[src/hw/rtl/rict_pkg.sv]
`timescale 1ns / 1ps
// ----------------------------------------------------------------------------
// rict_pkg: shared types and codes for the ranked interval claim table
// Operation and status codes, plus the command and status bundles that pass
// between the controller and the datapath.
// ----------------------------------------------------------------------------
package rict_pkg;

	localparam logic [3:0] OP_CLAIM      = 4'd0;
	localparam logic [3:0] OP_REL_RES    = 4'd1;
	localparam logic [3:0] OP_REL_ALL    = 4'd2;
	localparam logic [3:0] OP_REL_RSV    = 4'd3;
	localparam logic [3:0] OP_REL_AGT_GL = 4'd4;
	localparam logic [3:0] OP_REL_ALL_GL = 4'd5;
	localparam logic [3:0] OP_HELD       = 4'd6;
	localparam logic [3:0] OP_LENGTH     = 4'd7;
	localparam logic [3:0] OP_CLEAR      = 4'd8;

	localparam logic [2:0] ST_GRANTED = 3'd0;
	localparam logic [2:0] ST_HELD    = 3'd1;
	localparam logic [2:0] ST_FULL    = 3'd2;
	localparam logic [2:0] ST_NOTICE  = 3'd3;
	localparam logic [2:0] ST_RELEASE = 3'd4;
	localparam logic [2:0] ST_ANSWER  = 3'd5;

	localparam logic [1:0] KIND_EDGE = 2'd0;
	localparam logic [1:0] KIND_NODE = 2'd1;

	// result select: final result or eviction notice
	localparam logic [1:0] SEL_FINAL  = 2'd0;
	localparam logic [1:0] SEL_NOTICE = 2'd1;

	localparam int LEN_BITS = 30;
	localparam int CNT_BITS = 7;

	// controller to datapath
	typedef struct packed {
		logic start;     // latch item, clear scan accumulators
		logic scan;      // examine current slot
		logic write_own; // write claim entry
		logic evict;     // drop current slot if marked
		logic rd_next;   // advance the read pointer
		logic rd_zero;   // restart the read pointer
	} rict_cmd_t;

	// datapath to controller
	typedef struct packed {
		logic scan_last;  // current slot is the final one
		logic blocked;    // a blocker has been seen
		logic hit_mark;   // current slot is marked for eviction
		logic own_found;  // an own or free slot is known
	} rict_sts_t;

endpackage

[src/hw/rtl/rict_ctrl.sv]
`timescale 1ns / 1ps
// ----------------------------------------------------------------------------
// rict_ctrl: sequencer for the claim table
// Steps each item through a scan and, for a granted claim, a write and an
// eviction pass, then hands one result at a time to the output register.
// ----------------------------------------------------------------------------
module rict_ctrl (
	input  logic                 clk,
	input  logic                 arst_n,
	input  logic                 in_valid,
	input  logic [3:0]           in_op,
	output logic                 in_ready,
	input  logic                 out_free,
	output logic                 out_load,
	output logic [1:0]           out_sel,
	output rict_pkg::rict_cmd_t  cmd,
	input  rict_pkg::rict_sts_t  sts
);
	localparam logic [2:0] S_IDLE   = 3'd0;
	localparam logic [2:0] S_PRIME  = 3'd1;
	localparam logic [2:0] S_SCAN   = 3'd2;
	localparam logic [2:0] S_WRITE  = 3'd3;
	localparam logic [2:0] S_EVICT  = 3'd4;
	localparam logic [2:0] S_FINAL  = 3'd5;
	localparam logic [2:0] S_EPRIME = 3'd6;

	logic [2:0] state_q, state_d;
	logic       known_op;
	logic       is_claim_q;

	assign known_op = in_op <= rict_pkg::OP_CLEAR;
	assign in_ready = state_q == S_IDLE;

	always_ff @(posedge clk or negedge arst_n) begin
		if (!arst_n) begin
			state_q    <= S_IDLE;
			is_claim_q <= 1'b0;
		end else begin
			state_q <= state_d;
			if (in_valid && in_ready) begin
				is_claim_q <= in_op == rict_pkg::OP_CLAIM;
			end
		end
	end

	// next state and commands
	always_comb begin
		state_d = state_q;
		cmd     = '0;
		out_load = 1'b0;
		out_sel  = rict_pkg::SEL_FINAL;
		case (state_q)
			S_IDLE: begin
				cmd.rd_zero = 1'b1;
				if (in_valid && known_op) begin
					cmd.start = 1'b1;
					state_d   = S_PRIME;
				end
			end
			S_PRIME: begin
				cmd.rd_next = 1'b1;
				state_d     = S_SCAN;
			end
			S_SCAN: begin
				cmd.scan    = 1'b1;
				cmd.rd_next = 1'b1;
				if (sts.scan_last) begin
					state_d = is_claim_q ? S_WRITE : S_FINAL;
				end
			end
			S_WRITE: begin
				cmd.rd_zero = 1'b1;
				if (sts.blocked || !sts.own_found) begin
					state_d = S_FINAL;
				end else begin
					cmd.write_own = 1'b1;
					state_d       = S_EPRIME;
				end
			end
			S_EPRIME: begin
				// fetch slot 0 ahead of the eviction pass
				cmd.rd_next = 1'b1;
				state_d     = S_EVICT;
			end
			S_EVICT: begin
				// one slot per cycle; stall on a notice until the output is free
				if (!sts.hit_mark || out_free) begin
					cmd.evict   = 1'b1;
					cmd.rd_next = 1'b1;
					if (sts.hit_mark) begin
						out_load = 1'b1;
						out_sel  = rict_pkg::SEL_NOTICE;
					end
					if (sts.scan_last) begin
						state_d = S_FINAL;
					end
				end
			end
			S_FINAL: begin
				if (out_free) begin
					out_load = 1'b1;
					state_d  = S_IDLE;
				end
			end
			default: state_d = S_IDLE;
		endcase
	end
endmodule

[config.mk]
export PLATFORM = sky130hd
export DESIGN_NAME = rict_ctrl
export DESIGN_NICKNAME = d
export VERILOG_FILES = /design/src/hw/rtl/rict_pkg.sv /design/src/hw/rtl/rict_ctrl.sv
export SDC_FILE = /design/constraint.sdc
export NUM_CORES = 1
export LEC_CHECK = 0
export ABC_AREA = 1
export BUFFER_PORTS_ARGS = -buffer_cell sky130_fd_sc_hd__buf_2
export CAP_MARGIN = 20
export CORE_AREA = 2 2 39 41
export CTS_CLUSTER_SIZE = 25
export DETAILED_ROUTE_END_ITERATION = 16
export DIE_AREA = 0 0 41 43
export PLACE_DENSITY_LB_ADDON = 0.1
export SETUP_SLACK_MARGIN = 0.4
export SLEW_MARGIN = 20
export SYNTH_ARGS = -nofsm -noshare
export SYNTH_HDL_FRONTEND = slang
export SYNTH_SLANG_ARGS = --single-unit
[constraint.sdc]
create_clock -name clk -period 1 [get_ports clk]
set_input_delay 0.1 -clock clk [delete_from_list [all_inputs] [get_ports clk]]
set_output_delay 0.1 -clock clk [all_outputs]
set_load 0.02 [all_outputs]
==> impl_metrics.env, run 1 <==
export IMPL_final_net_count=118
export IMPL_cp_end_kind="output pin"
export IMPL_clkTransAtPathRegs_ps=40
export IMPL_hold_violations=0
export IMPL_pin_count=22
export IMPL_first_iter_violations=8
export IMPL_whs_ps=117
export IMPL_switchingPower_mw=1.06
export IMPL_period_minus_slack_ps=1420
export IMPL_synth_cell_area_um2=437
export IMPL_h_tree_depth=1
export IMPL_max_clock_freq_mhz=704
export IMPL_insertion_delay_ps=240
export IMPL_detail_route_drc_violations=0
export IMPL_grt_total_usage_pct=17.1
export IMPL_synth_sequential_area_ratio_pct=22.9
export IMPL_p_clk_share_pct=8.8
export IMPL_placer_congestion=0.799
export IMPL_hold_path_class="in2reg"
export IMPL_p_int_mw=1.25
export IMPL_die_area_um2=1760
export IMPL_fraction_of_layout_cells_with_a_size_suffix_above_1_pct=66.3
export IMPL_floorplan_die_height_um=43
export IMPL_period_share_pct=142
export IMPL_grt_antenna_before_repair=0
export IMPL_max_clock_path_buffers=2
export IMPL_buffer_ports_inserted=20
export IMPL_vias_per_cell=4.48
export IMPL_worstPathMaxFanout=7
export IMPL_synth_yosys_warnings=0
export IMPL_crit_arrival_ps=1320
export IMPL_setup_viol_count_final=13
export IMPL_clock_skew_final_ps=0.140
export IMPL_grt_pass1_wl_um=2080
export IMPL_instances_no_fill=120
export IMPL_cts_sinks=4
export IMPL_vdd_ir_drop_worst_v=0.00158
export IMPL_slew_viol_final=0
export IMPL_grt_setup_unrepaired="yes"
export IMPL_final_setup_worst_slack_ps=-421
export IMPL_cts_tree="done"
export IMPL_sum_of_net_half_perimeters_after_detailed_placement_um=875
export IMPL_die_w_um=41
export IMPL_via_count_of_the_first_global_routing_pass=495
export IMPL_ys_seq_elements=4
export IMPL_setup_worst_path_start_class="flip-flop"
export IMPL_coreArea_um2=1380
export IMPL_antenna_left=0
export IMPL_status="complete, but fails checks"
export IMPL_postSynthCellCount=66
export IMPL_number_of_clock_buffers_inserted_by_tritoncts=3
export IMPL_antenna_diode_count=0
export IMPL_drt_pass1_iterations=4
export IMPL_finalWirelength_um=1240
export IMPL_p_per_area_nw_per_um2=2800
export IMPL_synthToLayoutAreaGrowth_pct=88.8
export IMPL_max_cap_violations=0
export IMPL_violated_checks="setup timing"
export IMPL_final_tns_setup_ps=-4240
export IMPL_netlist_cell_type_count=20
export IMPL_comb_power_share_pct=73.8
export IMPL_root_buffer="sky130_fd_sc_hd__clkbuf_4"
export IMPL_layout_cells_most_common_list="sky130_fd_sc_hd__nand2_1 (17), sky130_fd_sc_hd__buf_4 (16), sky130_fd_sc_hd__buf_2 (14)"
export IMPL_routedWlPerCell_um=10.3
export IMPL_initial_cell_density_of_the_core_pct=31.6
export IMPL_leading_cell_type_in_the_layout_fill_and_taps_excluded="sky130_fd_sc_hd__nand2_1"
export IMPL_via_count=538
export IMPL_critical_path_class="reg2out"
export IMPL_pin_count_of_the_biggest_net_entering_global_routing=8
export IMPL_mappedNetlistNets=78
export IMPL_p_sw_share_pct=45.7
export IMPL_post_layout_total_power_mw=2.31
export IMPL_p_seq_share_pct=17.4
export IMPL_synth_area_per_cell_um2=6.62
export IMPL_globalRoute_totalOverflow=0
export IMPL_placedCellCount=108
export IMPL_cp_required_ps=900
export IMPL_rows=14
export IMPL_power_static_leakage_nw=0.438
final timing paths:
| path | from | endpoint | slack [ps] | cells past startpoint |
|---|---|---|---|---|
| setup / recovery | state_q[1]$_DFFE_PN0P_ | cmd[0] | -420 | 4 |
| hold / removal | in_op[3] | is_claim_q$_DFFE_PN0P_ | 120 | 2 |
| setup reg to reg | state_q[2]$_DFFE_PN0P_ | state_q[2]$_DFFE_PN0P_ | -370 | 8 |
| hold reg to reg | is_claim_q$_DFFE_PN0P_ | is_claim_q$_DFFE_PN0P_ | 560 | 2 |
| max in group asynchronous | arst_n | state_q[1]$_DFFE_PN0P_ | 680 | 2 |
| min in group asynchronous | arst_n | is_claim_q$_DFFE_PN0P_ | 190 | 2 |
worst max-delay path, cell delays in order, from the launching register on:
cell and delay [ps]:
sky130_fd_sc_hd__dfrtp_2 470, sky130_fd_sc_hd__nor3_4 60, sky130_fd_sc_hd__buf_4 130, sky130_fd_sc_hd__or2_2 270, sky130_fd_sc_hd__buf_6 130
area by class of cell:
cell class,count,area [um2]
clock buffer,3,22.5
tap,16,20.0
sequential,4,104
multi-input combinational,48,348
fill,127,559
inverter,10,40.0
timing repair buffer,39,290
per-layer routing:
metal,track usage (%),share of wire (%),wire (um)
met2,24.7,50,619
met5,0,0,0
met4,8.00,1.1,14
met3,1.57,3.1,39
met1,24.7,46,565
metrics by stage:
stage / area, um2 / util, % / worst slack [ps]
4_1_cts: 787 / 56.9 / -410
5_1_grt: 825 / 59.6 / -468
6_report: 825 / 59.6 / -421
3_5_place_dp: 642 / 46.4 / -311
3_3_place_gp: 642 / 46.4 / -297
2_1_floorplan: 488 / - / -267
flip-flops by register name (all words and copies together) (netlist names):
register	count
is_claim_q	1
state_q	3
power by group through the flow:
stage | registers (mW) | clock network, mW | logic [mW]
4_1_cts | 0.397 | 0.204 | 1.59
6_report | 0.401 | 0.203 | 1.70
5_1_grt | 0.418 | 0.218 | 1.84
3_3_place_gp | 0.387 | 0 | 1.21
3_5_place_dp | 0.384 | 0 | 1.21
2_1_floorplan | 0.251 | 0 | 0.997
synthesized netlist by cell type:
master | n | share of area, %
sky130_fd_sc_hd__o31ai_2 | 1 | 2.9
sky130_fd_sc_hd__nand3_1 | 7 | 8.0
sky130_fd_sc_hd__or2_2 | 1 | 1.4
sky130_fd_sc_hd__buf_6 | 3 | 7.7
sky130_fd_sc_hd__nor2_1 | 6 | 5.2
sky130_fd_sc_hd__a22oi_1 | 1 | 1.7
sky130_fd_sc_hd__nand3b_1 | 1 | 1.7
sky130_fd_sc_hd__nor4_1 | 1 | 1.4
sky130_fd_sc_hd__conb_1 | 1 | 0.86
sky130_fd_sc_hd__nor3_4 | 1 | 3.7
sky130_fd_sc_hd__nand2_1 | 19 | 16
sky130_fd_sc_hd__dfrtp_1 | 4 | 23
sky130_fd_sc_hd__a21oi_4 | 1 | 3.7
sky130_fd_sc_hd__inv_1 | 10 | 8.6
sky130_fd_sc_hd__nand4_1 | 1 | 1.4
sky130_fd_sc_hd__nand3_2 | 1 | 2.3
sky130_fd_sc_hd__a21oi_1 | 2 | 2.3
sky130_fd_sc_hd__o211ai_1 | 1 | 1.7
sky130_fd_sc_hd__buf_4 | 1 | 1.7
sky130_fd_sc_hd__nand2_2 | 3 | 4.3
timing repair:
item | CTS | global route
endpoints found under the hold margin | 4 | 0
pin swaps | 5 | 3
gates cloned | 0 | 0
hold buffers | 1 | 0
endpoints found under the setup margin | 13 | 13
resized for setup | 21 | 7
setup buffers | 7 | 1
kinds of logic after synthesis:
group / after synthesis / synth area share, %
flops: 4 / 22.9
other cells: 1 / 0.859
compound gates: 6 / 12.3
buf+inv: 14 / 18.1
simple gates: 41 / 45.8
(Power assumes the default switching activity.)
==> run 2: changes to the inputs <==
--- a/config.mk
+++ b/config.mk
@@ -14,2 +14,3 @@
 export DIE_AREA = 0 0 41 43
+export MAX_ROUTING_LAYER = met4
 export PLACE_DENSITY_LB_ADDON = 0.1
==> constraint.sdc (replaced) <==
create_clock -name clk -period 1 [get_ports clk]
set_input_delay 0 -clock clk [delete_from_list [all_inputs] [get_ports clk]]
set_output_delay 0 -clock clk [all_outputs]
set_load 0.02 [all_outputs]
==> run 2 against run 1 <==
Effect of this change:
- largest cell class unchanged
- critical path depth grew 1
- highest routed layer is now met3
- routed wire length fell by 4.8%
- core utilization is 1.8 points lower
- die area is the same
- combinational power is 4% lower
- power is 5.8% lower
- critical endpoint unchanged
- the flow finishes with violations (hold timing, setup timing)
==> impl_metrics.env, run 2 (synthesis results as in run 1) <==
export IMPL_status="complete, but fails checks"
export IMPL_violated_checks="hold timing, setup timing"
export IMPL_p_clk_share_pct=9.0
export IMPL_timing_critical_path_to="cmd[0]"
export IMPL_cts_sinks=4
export IMPL_reg2reg_from="state_q[1]$_DFFE_PN0P_"
export IMPL_first_iter_violations=8
export IMPL_drt_pass1_iterations=4
export IMPL_power_static_leakage_nw=0.426
export IMPL_period_share_pct=136
export IMPL_instances_no_fill=120
export IMPL_leading_cell_type_in_the_layout_fill_and_taps_excluded="sky130_fd_sc_hd__nand2_1"
export IMPL_critical_path_startpoint="state_q[1]$_DFFE_PN0P_"
export IMPL_vdd_ir_drop_worst_v=0.00166
export IMPL_placedCellCount=111
export IMPL_largestRegisters="state_q: 3 flops, is_claim_q: 1 flops"
export IMPL_buffer_ports_inserted=20
export IMPL_regToRegEndpoint="is_claim_q$_DFFE_PN0P_"
export IMPL_critical_path_class="reg2out"
export IMPL_via_count=528
export IMPL_vias_per_cell=4.40
export IMPL_worst_path_largest_cell_delay_ps=440
export IMPL_via_count_of_the_first_global_routing_pass=463
export IMPL_grt_setup_unrepaired="yes"
export IMPL_p_sw_share_pct=44.5
export IMPL_layout_cells_most_common_list="sky130_fd_sc_hd__nand2_1 (18), sky130_fd_sc_hd__buf_4 (17), sky130_fd_sc_hd__buf_2 (12)"
export IMPL_finalWirelength_um=1180
export IMPL_largest_register_ffs=3
export IMPL_p_int_mw=1.21
export IMPL_coreArea_um2=1380
export IMPL_placement_cell_area_um2=644
export IMPL_placer_congestion=0.821
export IMPL_floorplan_die_height_um=43
export IMPL_worst_path_max_delay_cell="sky130_fd_sc_hd__dfrtp_2"
export IMPL_antenna_diode_count=0
export IMPL_globalRoute_totalOverflow=0
export IMPL_final_tns_setup_ps=-3450
export IMPL_hold_violations=1
export IMPL_clock_skew_final_ps=1.61
export IMPL_cp_end_kind="output pin"
export IMPL_synthToLayoutAreaGrowth_pct=83.1
export IMPL_fraction_of_layout_cells_with_a_size_suffix_above_1_pct=61.5
export IMPL_cp_buffers_inverters=2
export IMPL_max_clock_freq_mhz=735
export IMPL_setup_worst_path_start_class="flip-flop"
export IMPL_h_tree_depth=1
export IMPL_setup_viol_count_final=13
export IMPL_initial_cell_density_of_the_core_pct=31.6
export IMPL_reg_with_most_ffs="state_q"
export IMPL_period_minus_slack_ps=1360
export IMPL_worstPathMaxFanout=4
export IMPL_cp_required_ps=1000
export IMPL_slew_viol_final=0
export IMPL_detail_route_drc_violations=0
export IMPL_grt_antenna_before_repair=0
export IMPL_switchingPower_uw=966
export IMPL_rr_worst_depth=5
export IMPL_max_cap_violations=0
export IMPL_comb_power_share_pct=74.8
export IMPL_max_clock_path_buffers=2
export IMPL_cts_tree="done"
export IMPL_rrSetupSlack_ps=-280
export IMPL_grt_total_usage_pct=15.3
export IMPL_routedWlPerCell_um=9.83
export IMPL_grt_pass1_wl_um=1760
export IMPL_whs_ps=-8.10
export IMPL_sum_of_net_half_perimeters_after_detailed_placement_um=871
export IMPL_critical_path_top_delay_family="flip-flops"
export IMPL_p_seq_share_pct=16.2
export IMPL_hold_path_class="in2reg"
export IMPL_rows=14
export IMPL_insertion_delay_ps=230
export IMPL_final_net_count=118
export IMPL_die_w_um=41
export IMPL_clkTransAtPathRegs_ps=40
export IMPL_antenna_left=0
export IMPL_timing_critical_path_cells="buf_4 -> nand2_1 -> nor2_1 -> or2_2 -> buf_6"
export IMPL_fin_area_um2=800
export IMPL_root_buffer="sky130_fd_sc_hd__clkbuf_4"
export IMPL_crit_arrival_ps=1360
export IMPL_die_area_um2=1760
export IMPL_number_of_clock_buffers_inserted_by_tritoncts=3
export IMPL_pin_count=22
export IMPL_final_setup_worst_slack_ps=-360
export IMPL_cp_num_cells=5
export IMPL_num_fill_cells=137
export IMPL_pin_count_of_the_biggest_net_entering_global_routing=9
export IMPL_p_per_area_nw_per_um2=2720
run 2: cell counts in the layout (fill, tap and decap cells not counted):
Identical to the previous run, type by type.
run 2: what timing repair did:
action | in CTS | in global routing
endpoints found under the hold margin | 5 | 0
gates cloned | 0 | 0
setup buffers | 5 | 0
pin swaps | 6 | 0
hold buffers | 1 | 0
gates resized for setup | 25 | 2
setup endpoints to repair | 13 | 13
run 2: cell type report:
type,instances,area [um2],share of cell area [%]
Sequential cell,4,104,13.0
Tap cell,16,20.0,2.50
Inverter,10,40.0,5.01
Clock buffer,3,22.5,2.82
Timing Repair Buffer,39,299,37.4
Multi-Input combinational cell,48,314,39.3
run 2: power groups by stage:
| stage | registers, mW | logic, mW | clock network [mW] |
|---|---|---|---|
| final | 0.352 | 1.63 | 0.195 |
| after global placement | 0.349 | 1.26 | 0 |
| after CTS | 0.349 | 1.62 | 0.207 |
| after global routing | 0.361 | 1.75 | 0.216 |
| after detailed placement | 0.343 | 1.25 | 0 |
| after floorplan | 0.251 | 0.942 | 0 |
run 2: metal layers:
| layer | track usage [%] | up-vias | part of all wire, % |
|---|---|---|---|
| met1 | 19.8 | 229 | 47 |
| li1 | - | 286 | - |
| met3 | 1.57 | 0 | 3.1 |
| met2 | 23.4 | 13 | 49 |
| met4 | 6.00 | 0 | 0 |
| met5 | - | - | 0 |
run 2: metrics by stage:
step | utilization [%] | worst slack, ps | power (mW) | hold WS (ps)
floorplan | - | -208 | 1.19 | -296
global placement | 46.6 | -232 | 1.61 | -192
detailed placement | 46.6 | -245 | 1.60 | -189
CTS | 57.1 | -358 | 2.17 | -16.3
global route | 57.8 | -415 | 2.33 | 5.03
finish | 57.8 | -360 | 2.17 | -8.10
run 2: how the worst min path moves through the flow:
stage | start | endpoint | slack [ps] | cells past startpoint
final | in_op[3] | is_claim_q$_DFFE_PN0P_ | -8 | 2
after global routing | in_op[3] | is_claim_q$_DFFE_PN0P_ | 5 | 2
after CTS | in_op[3] | is_claim_q$_DFFE_PN0P_ | -20 | 2
after detailed placement | arst_n | state_q[1]$_DFFE_PN0P_ | -190 | 1
after global placement | arst_n | state_q[1]$_DFFE_PN0P_ | -190 | 1
after floorplan | arst_n | is_claim_q$_DFFE_PN0P_ | -300 | 0
